==> src/sv/slpd_pkg.sv <==
`timescale 1ns / 1ps
// Package for the short/long press detector: result codes, register
// indexes, level polarity and the configuration bundle. No dependencies.
package slpd_pkg;

  // Field widths fixed by the transaction format
  localparam int unsigned IDX_W   = 4;
  localparam int unsigned TIME_W  = 32;
  localparam int unsigned MS_W    = 16;
  localparam int unsigned MASK_W  = 8;
  localparam int unsigned CFG_W   = 16;
  localparam int unsigned CFG_IDX_W = 2;

  // Reset values of the configuration registers
  localparam logic [MS_W-1:0]   DEBOUNCE_RST = 16'd10;
  localparam logic [MS_W-1:0]   LONG_RST     = 16'd1000;
  localparam logic [MASK_W-1:0] REPEAT_RST   = 8'd0;

  // Switch level that means held down
  localparam logic LEVEL_PRESSED = 1'b0;

  typedef enum logic [1:0] {
    PRESS_NONE  = 2'd0,
    PRESS_SHORT = 2'd1,
    PRESS_LONG  = 2'd2
  } press_t;

  typedef enum logic [CFG_IDX_W-1:0] {
    REG_DEBOUNCE = 2'd0,
    REG_LONG     = 2'd1,
    REG_REPEAT   = 2'd2
  } cfg_reg_t;

  typedef struct packed {
    logic [MS_W-1:0]   debounce_ms;
    logic [MS_W-1:0]   long_press_ms;
    logic [MASK_W-1:0] repeat_mask;
  } cfg_t;

endpackage

==> src/sv/slpd_in_if.sv <==
`timescale 1ns / 1ps
// Input channel of the press detector: one poll of one switch per transaction.
// Depends on slpd_pkg for field widths.
interface slpd_in_if;
  logic                         valid;
  logic                         ready;
  logic [slpd_pkg::IDX_W-1:0]   switch_index;
  logic                         level;
  logic [slpd_pkg::TIME_W-1:0]  now_ms;
  logic [1:0]                   forced;

  modport source (output valid, switch_index, level, now_ms, forced, input ready);
  modport sink   (input valid, switch_index, level, now_ms, forced, output ready);
endinterface

==> src/sv/slpd_out_if.sv <==
`timescale 1ns / 1ps
// Output channel of the press detector: one result per transaction.
// Depends on slpd_pkg for field widths.
interface slpd_out_if;
  logic                       valid;
  logic                       ready;
  logic [slpd_pkg::IDX_W-1:0] switch_id;
  logic [1:0]                 press;

  modport source (output valid, switch_id, press, input ready);
  modport sink   (input valid, switch_id, press, output ready);
endinterface

==> src/sv/slpd_cfg.sv <==
`timescale 1ns / 1ps
// Configuration register file of the press detector (write only).
// Depends on slpd_pkg.
module slpd_cfg (
  input  logic                            clk,
  input  logic                            rst,
  input  logic                            cfg_we,
  input  logic [slpd_pkg::CFG_IDX_W-1:0]  cfg_index,
  input  logic [slpd_pkg::CFG_W-1:0]      cfg_data,
  output slpd_pkg::cfg_t                  cfg
);

  // Register writes; an index beyond the list is dropped
  always_ff @(posedge clk) begin
    if (rst) begin
      cfg.debounce_ms   <= slpd_pkg::DEBOUNCE_RST;
      cfg.long_press_ms <= slpd_pkg::LONG_RST;
      cfg.repeat_mask   <= slpd_pkg::REPEAT_RST;
    end else if (cfg_we) begin
      case (slpd_pkg::cfg_reg_t'(cfg_index))
        slpd_pkg::REG_DEBOUNCE: cfg.debounce_ms   <= cfg_data;
        slpd_pkg::REG_LONG:     cfg.long_press_ms <= cfg_data;
        slpd_pkg::REG_REPEAT:   cfg.repeat_mask   <= cfg_data[slpd_pkg::MASK_W-1:0];
        default: ;
      endcase
    end
  end

endmodule

==> src/sv/slpd_detect.sv <==
`timescale 1ns / 1ps
// Per-switch state and the press classification for one registered poll.
// Depends on slpd_pkg.
module slpd_detect #(
  parameter int unsigned NUM_SWITCHES = 8
) (
  input  logic                           clk,
  input  logic                           rst,
  input  logic                           step,
  input  logic [slpd_pkg::IDX_W-1:0]     switch_index,
  input  logic                           level,
  input  logic [slpd_pkg::TIME_W-1:0]    now_ms,
  input  logic [1:0]                     forced,
  input  slpd_pkg::cfg_t                 cfg,
  output slpd_pkg::press_t               press
);

  localparam int unsigned SEL_W = (NUM_SWITCHES > 1) ? $clog2(NUM_SWITCHES) : 1;

  // Per-switch state
  logic [slpd_pkg::TIME_W-1:0] press_start [NUM_SWITCHES];
  logic [NUM_SWITCHES-1:0]     last_level;
  logic [NUM_SWITCHES-1:0]     armed;

  logic [SEL_W-1:0]            sel;
  logic                        in_range;
  logic                        use_detector;
  logic                        rep;
  logic [slpd_pkg::TIME_W-1:0] held;
  logic                        over_debounce;
  logic                        over_long;
  logic                        under_long;
  logic                        cur_last;
  logic                        cur_armed;
  logic                        start_we;
  logic                        armed_next;
  slpd_pkg::press_t            det_press;

  assign in_range     = ({1'b0, switch_index} < (slpd_pkg::IDX_W + 1)'(NUM_SWITCHES));
  assign sel          = SEL_W'(switch_index);
  assign use_detector = in_range && (forced == 2'(slpd_pkg::PRESS_NONE));

  // Repeat bits exist for the first eight switches only
  assign rep = !switch_index[slpd_pkg::IDX_W-1] && cfg.repeat_mask[switch_index[2:0]];

  assign cur_last  = last_level[sel];
  assign cur_armed = armed[sel];
  assign held      = now_ms - press_start[sel];

  assign over_debounce = held > {16'd0, cfg.debounce_ms};
  assign over_long     = held > {16'd0, cfg.long_press_ms};
  assign under_long    = held < {16'd0, cfg.long_press_ms};

  // Classification of one poll
  always_comb begin
    det_press  = slpd_pkg::PRESS_NONE;
    start_we   = 1'b0;
    armed_next = cur_armed;
    if (level == slpd_pkg::LEVEL_PRESSED) begin
      if (cur_last != slpd_pkg::LEVEL_PRESSED) begin
        start_we = 1'b1;
      end else if (over_debounce && rep) begin
        armed_next = 1'b0;
        det_press  = slpd_pkg::PRESS_SHORT;
      end else if (over_long && (cur_armed || rep)) begin
        armed_next = 1'b0;
        det_press  = slpd_pkg::PRESS_LONG;
      end
    end else if (cur_last == slpd_pkg::LEVEL_PRESSED && over_debounce && under_long
                 && cur_armed) begin
      armed_next = 1'b0;
      det_press  = slpd_pkg::PRESS_SHORT;
    end else begin
      armed_next = 1'b1;
    end
  end

  // Result selection: out of range gives none, a force code bypasses state
  always_comb begin
    press = slpd_pkg::PRESS_NONE;
    if (in_range) begin
      case (forced)
        2'(slpd_pkg::PRESS_NONE):  press = det_press;
        2'(slpd_pkg::PRESS_SHORT): press = slpd_pkg::PRESS_SHORT;
        2'(slpd_pkg::PRESS_LONG):  press = slpd_pkg::PRESS_LONG;
        default:                   press = slpd_pkg::PRESS_NONE;
      endcase
    end
  end

  // State update, once per in-range, unforced transaction handed to the result register
  always_ff @(posedge clk) begin
    if (rst) begin
      last_level <= '0;
      armed      <= '0;
      for (int i = 0; i < NUM_SWITCHES; i++) begin
        press_start[i] <= '0;
      end
    end else if (step && use_detector) begin
      last_level[sel] <= level;
      armed[sel]      <= armed_next;
      if (start_we) begin
        press_start[sel] <= now_ms;
      end
    end
  end

endmodule

==> src/sv/short_long_press_detector_top.sv <==
`timescale 1ns / 1ps
// Top level of the short/long press detector: input register, detector,
// result register. Depends on slpd_pkg, slpd_in_if, slpd_out_if, slpd_cfg, slpd_detect.
//
//   channel | direction | fields                                 | handshake
//   --------+-----------+----------------------------------------+-----------
//   in      | sink      | switch_index, level, now_ms, forced    | valid/ready
//   out     | source    | switch_id, press                       | valid/ready
//   cfg     | write     | cfg_index, cfg_data                    | cfg_we
//
// A poll lands in the input register, is classified there while the switch
// state is updated, and its result is registered. One transaction per cycle
// is sustained while the output is not stalled; the state read-modify-write of
// one switch completes as its poll is registered, so consecutive polls of the
// same switch follow each other without gaps. A stalled output holds both
// registers and drops in.ready only when both are full. Synchronous reset clears
// the valid flags of both registers and all per-switch state.
module short_long_press_detector_top #(
  parameter int unsigned NUM_SWITCHES = 8
) (
  input  logic                           clk,
  input  logic                           rst,
  slpd_in_if.sink                        in,
  slpd_out_if.source                     out,
  input  logic                           cfg_we,
  input  logic [slpd_pkg::CFG_IDX_W-1:0] cfg_index,
  input  logic [slpd_pkg::CFG_W-1:0]     cfg_data
);

  slpd_pkg::cfg_t   cfg;
  slpd_pkg::press_t press;

  // Input register
  logic                         in_valid;
  logic [slpd_pkg::IDX_W-1:0]   in_switch;
  logic                         in_level;
  logic [slpd_pkg::TIME_W-1:0]  in_now;
  logic [1:0]                   in_forced;

  // Result register
  logic                         out_valid;
  logic [slpd_pkg::IDX_W-1:0]   out_switch;
  slpd_pkg::press_t             out_press;

  logic out_free;
  logic step;

  assign out_free = !out_valid || out.ready;
  assign step     = in_valid && out_free;
  assign in.ready = !in_valid || out_free;

  slpd_cfg u_cfg (
    .clk       (clk),
    .rst       (rst),
    .cfg_we    (cfg_we),
    .cfg_index (cfg_index),
    .cfg_data  (cfg_data),
    .cfg       (cfg)
  );

  slpd_detect #(
    .NUM_SWITCHES (NUM_SWITCHES)
  ) u_detect (
    .clk          (clk),
    .rst          (rst),
    .step         (step),
    .switch_index (in_switch),
    .level        (in_level),
    .now_ms       (in_now),
    .forced       (in_forced),
    .cfg          (cfg),
    .press        (press)
  );

  // Input register control
  always_ff @(posedge clk) begin
    if (rst) begin
      in_valid <= 1'b0;
    end else if (in.ready) begin
      in_valid <= in.valid;
    end
  end

  // Input register payload
  always_ff @(posedge clk) begin
    if (in.valid && in.ready) begin
      in_switch <= in.switch_index;
      in_level  <= in.level;
      in_now    <= in.now_ms;
      in_forced <= in.forced;
    end
  end

  // Result register control
  always_ff @(posedge clk) begin
    if (rst) begin
      out_valid <= 1'b0;
    end else if (out_free) begin
      out_valid <= in_valid;
    end
  end

  // Result register payload
  always_ff @(posedge clk) begin
    if (step) begin
      out_switch <= in_switch;
      out_press  <= press;
    end
  end

  assign out.valid     = out_valid;
  assign out.switch_id = out_switch;
  assign out.press     = out_press;

endmodule
==> src/flat_wrapper.sv <==
// flat-port wrapper written by rule: the top's interface ports become plain ports
module short_long_press_detector_top_flat 
#(
  parameter int unsigned NUM_SWITCHES = 8
)
  (clk, rst, cfg_we, cfg_index, cfg_data, in_valid, in_switch_index, in_level, in_now_ms, in_forced, in_ready, out_valid, out_switch_id, out_press, out_ready);
  slpd_in_if in_i ();
  slpd_out_if out_i ();
  input  logic clk;
  input  logic rst;
  input  logic cfg_we;
  input  logic [slpd_pkg::CFG_IDX_W-1:0] cfg_index;
  input  logic [slpd_pkg::CFG_W-1:0] cfg_data;
  input wire logic [$bits(in_i.valid)-1:0] in_valid;
  input wire logic [$bits(in_i.switch_index)-1:0] in_switch_index;
  input wire logic [$bits(in_i.level)-1:0] in_level;
  input wire logic [$bits(in_i.now_ms)-1:0] in_now_ms;
  input wire logic [$bits(in_i.forced)-1:0] in_forced;
  output wire logic [$bits(in_i.ready)-1:0] in_ready;
  output wire logic [$bits(out_i.valid)-1:0] out_valid;
  output wire logic [$bits(out_i.switch_id)-1:0] out_switch_id;
  output wire logic [$bits(out_i.press)-1:0] out_press;
  input wire logic [$bits(out_i.ready)-1:0] out_ready;
  assign in_i.valid = in_valid;
  assign in_i.switch_index = in_switch_index;
  assign in_i.level = in_level;
  assign in_i.now_ms = in_now_ms;
  assign in_i.forced = in_forced;
  assign in_ready = in_i.ready;
  assign out_valid = out_i.valid;
  assign out_switch_id = out_i.switch_id;
  assign out_press = out_i.press;
  assign out_i.ready = out_ready;
  short_long_press_detector_top #(.NUM_SWITCHES(NUM_SWITCHES)) u_core (.clk(clk), .rst(rst), .in(in_i), .out(out_i), .cfg_we(cfg_we), .cfg_index(cfg_index), .cfg_data(cfg_data));
endmodule
==> config.mk <==
export PLATFORM = sky130hd
export DESIGN_NAME = short_long_press_detector_top_flat
export DESIGN_NICKNAME = d
export VERILOG_FILES = /design/src/sv/slpd_pkg.sv /design/src/sv/slpd_in_if.sv /design/src/sv/slpd_out_if.sv /design/src/sv/slpd_cfg.sv /design/src/sv/slpd_detect.sv /design/src/sv/short_long_press_detector_top.sv /design/src/flat_wrapper.sv
export SDC_FILE = /design/constraint.sdc
export NUM_CORES = 1
export LEC_CHECK = 0
export BUFFER_PORTS_ARGS = -buffer_cell sky130_fd_sc_hd__buf_2
export CORE_MARGIN = 4
export CORE_UTILIZATION = 30
export DETAILED_ROUTE_END_ITERATION = 8
export SLEW_MARGIN = 20
export SYNTH_ARGS = -nofsm -noshare
export SYNTH_HDL_FRONTEND = slang
export SYNTH_SLANG_ARGS = --single-unit
==> constraint.sdc <==
create_clock -name clk -period 7 [get_ports clk]
set_input_delay 0 -clock clk [delete_from_list [all_inputs] [get_ports clk]]
set_output_delay 0 -clock clk [all_outputs]
set_load 0.1 [all_outputs]
## Word-level counts from Yosys, hierarchy flattened

Memory sizes are Yosys's and may differ from the RTL's. A register that Yosys moved wholly into a read port is not among the register bits.
Index checks and enable logic that the tools add are counted.

- Register bits after elaboration: 103
- Memory bits (writable): 256
- Output and inout port bits: 8
- Word-level logic and storage cells: 82
- Memories: 1

Memory list:

| memory | words | width | rd ports | clocked after memory_dff | write ports | RTL line | RTL |
|---|---|---|---|---|---|---|---|
| u_core.u_detect.press_start | 8 | 32 | 1 | 1 | 8 | slpd_detect.sv:21 | `logic [slpd_pkg::TIME_W-1:0] press_start [NUM_SWITCHES];` |

- $add $sub $neg: 1
- Magnitude comparators: 6
- Equality and inequality tests: 4
- Muxes and demuxes: 33
- Bitwise gates (word level): 1
- Reduce and logical (&&, ||, !) cells: 23

Operators by type and width:

| kind | count |
|---|---|
| $gt 32x16->1 | 2 |
| $lt 32x16->1 | 1 |
| $mux 32 | 1 |
| $reduce_or 32->1 | 1 |
| $sub 32x32->32 | 1 |
| $mux 1 | 19 |
| $bwmux 8 | 2 |
| $logic_and 1x1->1 | 11 |
| $bmux 1 s3 | 3 |
| $mux 2 | 4 |
| $mux 3 | 2 |
| $pmux 2 s3 | 1 |
| $reduce_and 2->1 | 3 |
| $eq 2x1->1 const B | 2 |
| $eq 2x2->1 const B | 2 |
| $logic_not 2->1 | 2 |
| $lt 3x4->1 const B | 1 |
| $lt 4x4->1 const B | 1 |
| $demux 1 s3 | 1 |
| $ge 3x1->1 const B | 1 |
| $logic_not 1->1 | 3 |
| $logic_or 1x1->1 | 3 |
| $not 1->1 | 1 |

## Longest topological paths before layout

- Word-level depth: 10
- Depth in mapped cells: 23

## Hierarchy

Synthesis repeated with hierarchy kept, for this count alone.

- Cells, all modules: 1495
- Area, all modules: 17730.8 um2

Modules (own cells, without submodules):

| module | instances | cells an instance | area each (um2) | seq. area each (um2) |
|---|---|---|---|---|
| slpd_detect | 1 | 1281 | 14620.3 | 8007.7 |
| slpd_cfg | 1 | 159 | 1655.3 | 800.8 |
| short_long_press_detector_top | 1 | 55 | 1455.1 | 1391.3 |

## Worst setup path before layout

No wires, ideal clock.

- Path type: reg2reg
- Start point: register with a tool-made name
- End point: register u_core.out_press[0], in the netlist u_core.out.press[0], data pin
- Arrival: 5.026 ns
- Slack: 1.720 ns
- Stages on the path, launching flop included: 23
- Path through: dfxtp_1 clkbuf_1 buf_1 mux4_2 mux2_2 ha_1 fa_1 nand2b_1 a21oi_1 o21ai_0 nand2b_1 xor2_1 ha_1 nor2b_1 o21ai_0 nand2b_1 a21oi_1 o21ai_0 a221oi_1 a21oi_1 o21a_1 clkbuf_1 o21a_1

RTL lines:

| element | RTL line | RTL |
|---|---|---|
| end signal, assigned | short_long_press_detector_top.sv:107 | `out_press <= press;` |
| end, declared | short_long_press_detector_top.sv:43 | `slpd_pkg::press_t out_press;` |

==> impl_metrics.toml <==
[die]
die_x_um = 253
chipHeight_um = 253
placementRows = 89
design.die.area_sq_mm = 0.0639
num_io_pins = 70
start_util_pct = 30.4
core_region_area_sq_mm = 0.0591

[critical_path]
worst_path_largest_cell_delay_ns = 0.76
criticalPathCategory = "flip-flop to flip-flop"
critPathRequiredTime_ns = 7.42
timing.critical_path.arrival_ns = 5.90
start_kind = "flip-flop"
critical-path-top-cell-by-count = "ha_1"
worstPathCellList = "buf_4 -> mux4_2 -> mux2i_1 -> ha_1 -> o211ai_1 -> a21o_1 -> a2111oi_2 -> nor3_1 -> xnor2_1 -> ha_1 -> a2111oi_0 -> o221ai_1 -> o21ai_0 -> inv_1 -> o31a_1 -> o41ai_1"
crit_path_end_kind = "flip-flop"
crit_fanout = 26
critPathSlowestCell = "dfxtp_2"
rr_worst_depth = 16
critical_path.reg2reg.endpoint = "u_core.u_detect.armed[3]"
r2r_setup_slack_ns = 1.52

[finish]
antenna-diode-count = 0
finish.net_count = 1677
post_layout_util_pct = 35.6
drive_above_1_share_pct = 15.3
layoutNonFillerInstCount = 2351
layout-area-overhead-vs-synth_pct = 17.3

[clock_tree]
clkTransAtPathRegs_ns = 0.06
clk-insertion-delay-late_ns = 0.55
postCtsSetupRepairBufs = 0
tritoncts = "yes"
cts.sink_count = 362
clock_tree.buffer_depth = 3
clock-root-buffer = "clkbuf_16"
htreeDepth = 2
cts_made_buffers = 39

[pwr]
power.switching_uw = 1430
clockPowerShare_pct = 37.6
power.leakage_uw = 0.00783
post-layout-total-power_uw = 5380
vdd.ir_drop.worst_mv = 0.133
power.density_cell_area_mw_per_mm2 = 255
seq_power_share_pct = 45.8
comb_power_share_pct = 16.6
netSwitchingFraction_pct = 26.7
internal_power_uw = 3940

[place]
place.detailed.hpwl_um = 31100
detailedPlace.worstSlack_ns = 1.61
place_inst = 2218
number_of_i_o_port_buffers = 69
gpl.final_weighted_congestion = 0.841

[logic_synthesis]
synth_largest_type_area_fraction_pct = 50.3
synth_area_leader_cell = "edfxtp_1"
synth_fp_nets = 1554
synth.lib_cells_used.distinct = 66
synth_cells = 1426
synth_enable_flop_cells = 301
synthArstFlopShare_pct = 0
synth.yosys.seq_area_share_pct = 57.1
synth.ff_latch_count = 362
avgSynthCellArea_sq_um = 12.6
ys_top_cells_by_area = "edfxtp_1 (50%), and2_1 (8.8%), mux4_2 (7.9%)"
yosysWarningCount = 0
netlist_area_sq_mm = 0.0180
postSynth.topFlopCell = "edfxtp_1"

[sta]
finalSetupTns_ns = 0
timing.max_slew.rel_slack_pct = 43.0
final.setup_skew_ns = 0.0122
timing.final.max_slew_violations = 0
postLayoutSetupSlackWorst_ns = 1.52
timing_worst_slew_pin_value_ns = 0.853
hold_viol = 0
post_route_clock_period_utilization_pct = 78.3
fin_crit_ns = 5.48
setup_repair_after_global_routing_missed_its_margin = "false"
fmax_mhz = 183
timing.final.setup_violations = 0

[routing]
drtIter0Drc = 1006
avgViaCountPerCell = 5.03
drt_first_pass_iters = 7
route.vias.total = 11800
antenna_nets_post_route = 0
drt-total-wl_um = 48300
route.detailed.drc = 0
average_routed_wire_per_standard_cell_um = 20.6

[min_path]
class_of_the_most_critical_hold_timing_path = "input port to flip-flop"
launch_point_of_the_worst_hold_path = "rst"
worst_hold_path.num_cells = 3
hold_path_end = "u_core.in_valid"

[global_routing]
grt_antenna_before_repair = 0
grt_start_max_net_pins = 69
grt_pass1_vias = 12100
globalRoute.totalOverflow = 0
grt_pass1_wl_um = 74100
groute.usage.overall_pct = 15.1

[flow_run]
max_cap_viol_count = 0

[status]
status = "completed"
-- cell families (layout without fill, tap and decap cells) --
kind of cell	after synthesis	after routing	share of synthesized area (%)
multiplexers	115	115	10.8
AND/OR/NAND/NOR	545	545	16.7
AO/OA/AOI/OAI	201	201	7.19
flip-flops	362	362	57.1
XOR/XNOR	20	20	1.02
adder cells (fa/ha/maj)	66	66	4.64
buffers and inverters	117	269	2.49
-- final cells by class --
cell class / instances / area, sq um
flip-flops and latches: 362 / 10300
multi-input cells: 947 / 7290
well taps: 773 / 967
inverters: 44 / 165
fillers: 5685 / 38100
clock buffers: 49 / 1060
repair buffers: 155 / 1160
clock inverters: 21 / 175
-- layout by cell type (no fill, tap or decap), drive strengths merged, types with 3 or more instances in the layout --
master / synthesis / routed
and2: 254 / 254
dlygate4sd3: 0 / 63
o21a: 12 / 12
a221oi: 8 / 8
edfxtp: 301 / 301
mux4: 63 / 63
and4: 3 / 3
o21ai: 32 / 32
a211oi: 8 / 8
clkbuf: 65 / 49
nor3b: 6 / 6
mux2: 6 / 6
a21oi: 81 / 81
a31oi: 4 / 4
o41ai: 9 / 9
nand3: 15 / 15
nor3: 21 / 21
nand2b: 9 / 9
nand4: 16 / 16
bufinv: 0 / 3
o31a: 3 / 3
or2: 8 / 8
nor2b: 16 / 16
nand3b: 10 / 10
ha: 65 / 65
nand2: 108 / 108
clkinv: 0 / 16
nor4: 6 / 6
a21o: 6 / 6
buf: 8 / 92
inv: 44 / 45
xnor2: 12 / 12
mux2i: 46 / 46
dfxtp: 61 / 61
nor2: 59 / 59
and3b: 4 / 4
xor2: 8 / 8
a211o: 9 / 9
a22oi: 4 / 4
-- timing repair --
| action | 4_1_cts | 5_1_grt |
|---|---|---|
| gates resized for setup | 0 | 0 |
| hold buffers | 63 | 0 |
| endpoints found under the hold margin | 84 | 0 |
| endpoints found under the setup margin | 0 | 0 |
-- power groups by stage --
stage,Sequential [uW],Combinational [uW],Clock (uW)
2_1_floorplan,2490,607,0
3_3_place_gp,2510,857,0
3_5_place_dp,2510,860,0
4_1_cts,2470,891,2080
5_1_grt,2470,989,2160
6_report,2470,891,2020
-- flip-flops by register name (all words and copies together), names as in the netlist, named ones only --
| name | cells |
|---|---|
| u_core.in_now | 32 |
| u_core.out.switch_id | 4 |
| u_core.u_detect.armed | 8 |
| u_core.u_detect.last_level | 8 |
| u_core.in_switch | 4 |
| u_core.out.valid | 1 |
| u_core.u_cfg.cfg | 40 |
| u_core.u_detect.press_start | 256 |
| u_core.in_forced | 2 |
| u_core.in_valid | 1 |
| u_core.out.press | 2 |
| u_core.in_level | 1 |
-- how the worst max path moves through the flow --
stage / start / endpoint / slack [ns] / depth (start not counted)
floorplan: flip-flop / u_core.out.press[0] / 1.72 / 22
global placement: flip-flop / u_core.u_detect.armed[1] / 1.74 / 16
detailed placement: flip-flop / u_core.u_detect.armed[3] / 1.61 / 16
CTS: flip-flop / u_core.u_detect.armed[3] / 1.55 / 16
global route: flip-flop / u_core.u_detect.armed[3] / 1.07 / 16
finish: flip-flop / u_core.u_detect.armed[3] / 1.52 / 16
-- synth_stat cells, types with 6 or more instances --
cell type / n
inv_1: 44
or2_2: 8
dfxtp_1: 61
edfxtp_1: 301
nor2b_1: 16
nand2_1: 108
nor3b_1: 6
buf_1: 7
nand4_1: 16
nand3b_1: 10
a21oi_1: 81
ha_1: 65
a211o_1: 9
o21ai_0: 30
mux2_2: 6
a211oi_1: 7
xor2_1: 8
nand3_1: 15
nor3_1: 21
a221oi_1: 8
clkbuf_1: 65
o21a_1: 12
xnor2_1: 11
mux2i_1: 46
mux4_2: 63
nor2_1: 59
a21o_1: 6
nand2b_1: 9
and2_1: 254
nor4_1: 6
o41ai_1: 9
-- critical path: cells and delay by family (launching register included) --
kind	cells	cell delay, ns
AO/OA/AOI/OAI	8	2.49
flip-flops	1	0.76
buffers and inverters	2	0.61
multiplexers	2	0.61
adder cells (fa/ha/maj)	2	0.48
XOR/XNOR	1	0.27
AND/OR/NAND/NOR	1	0.12
-- metrics by stage --
| step | hold slack [ns] | cell area, sq um |
|---|---|---|
| 2_1_floorplan | 0.0989 | 18000 |
| 3_3_place_gp | 0.181 | 19200 |
| 3_5_place_dp | 0.179 | 19200 |
| 4_1_cts | 0.0450 | 21100 |
| 5_1_grt | 0.0931 | 21100 |
| 6_report | 0.0676 | 21100 |
-- routing by layer --
| layer | part of all wire, % | global-route usage [%] | up-vias |
|---|---|---|---|
| li1 | - | - | 5514 |
| met1 | 44 | 20.2 | 5889 |
| met2 | 48 | 25.5 | 340 |
| met3 | 5.3 | 2.43 | 83 |
| met4 | 2.6 | 4.55 | 0 |
| met5 | 0 | 0 | - |
No activity file was read; power rests on OpenSTA's default activity.
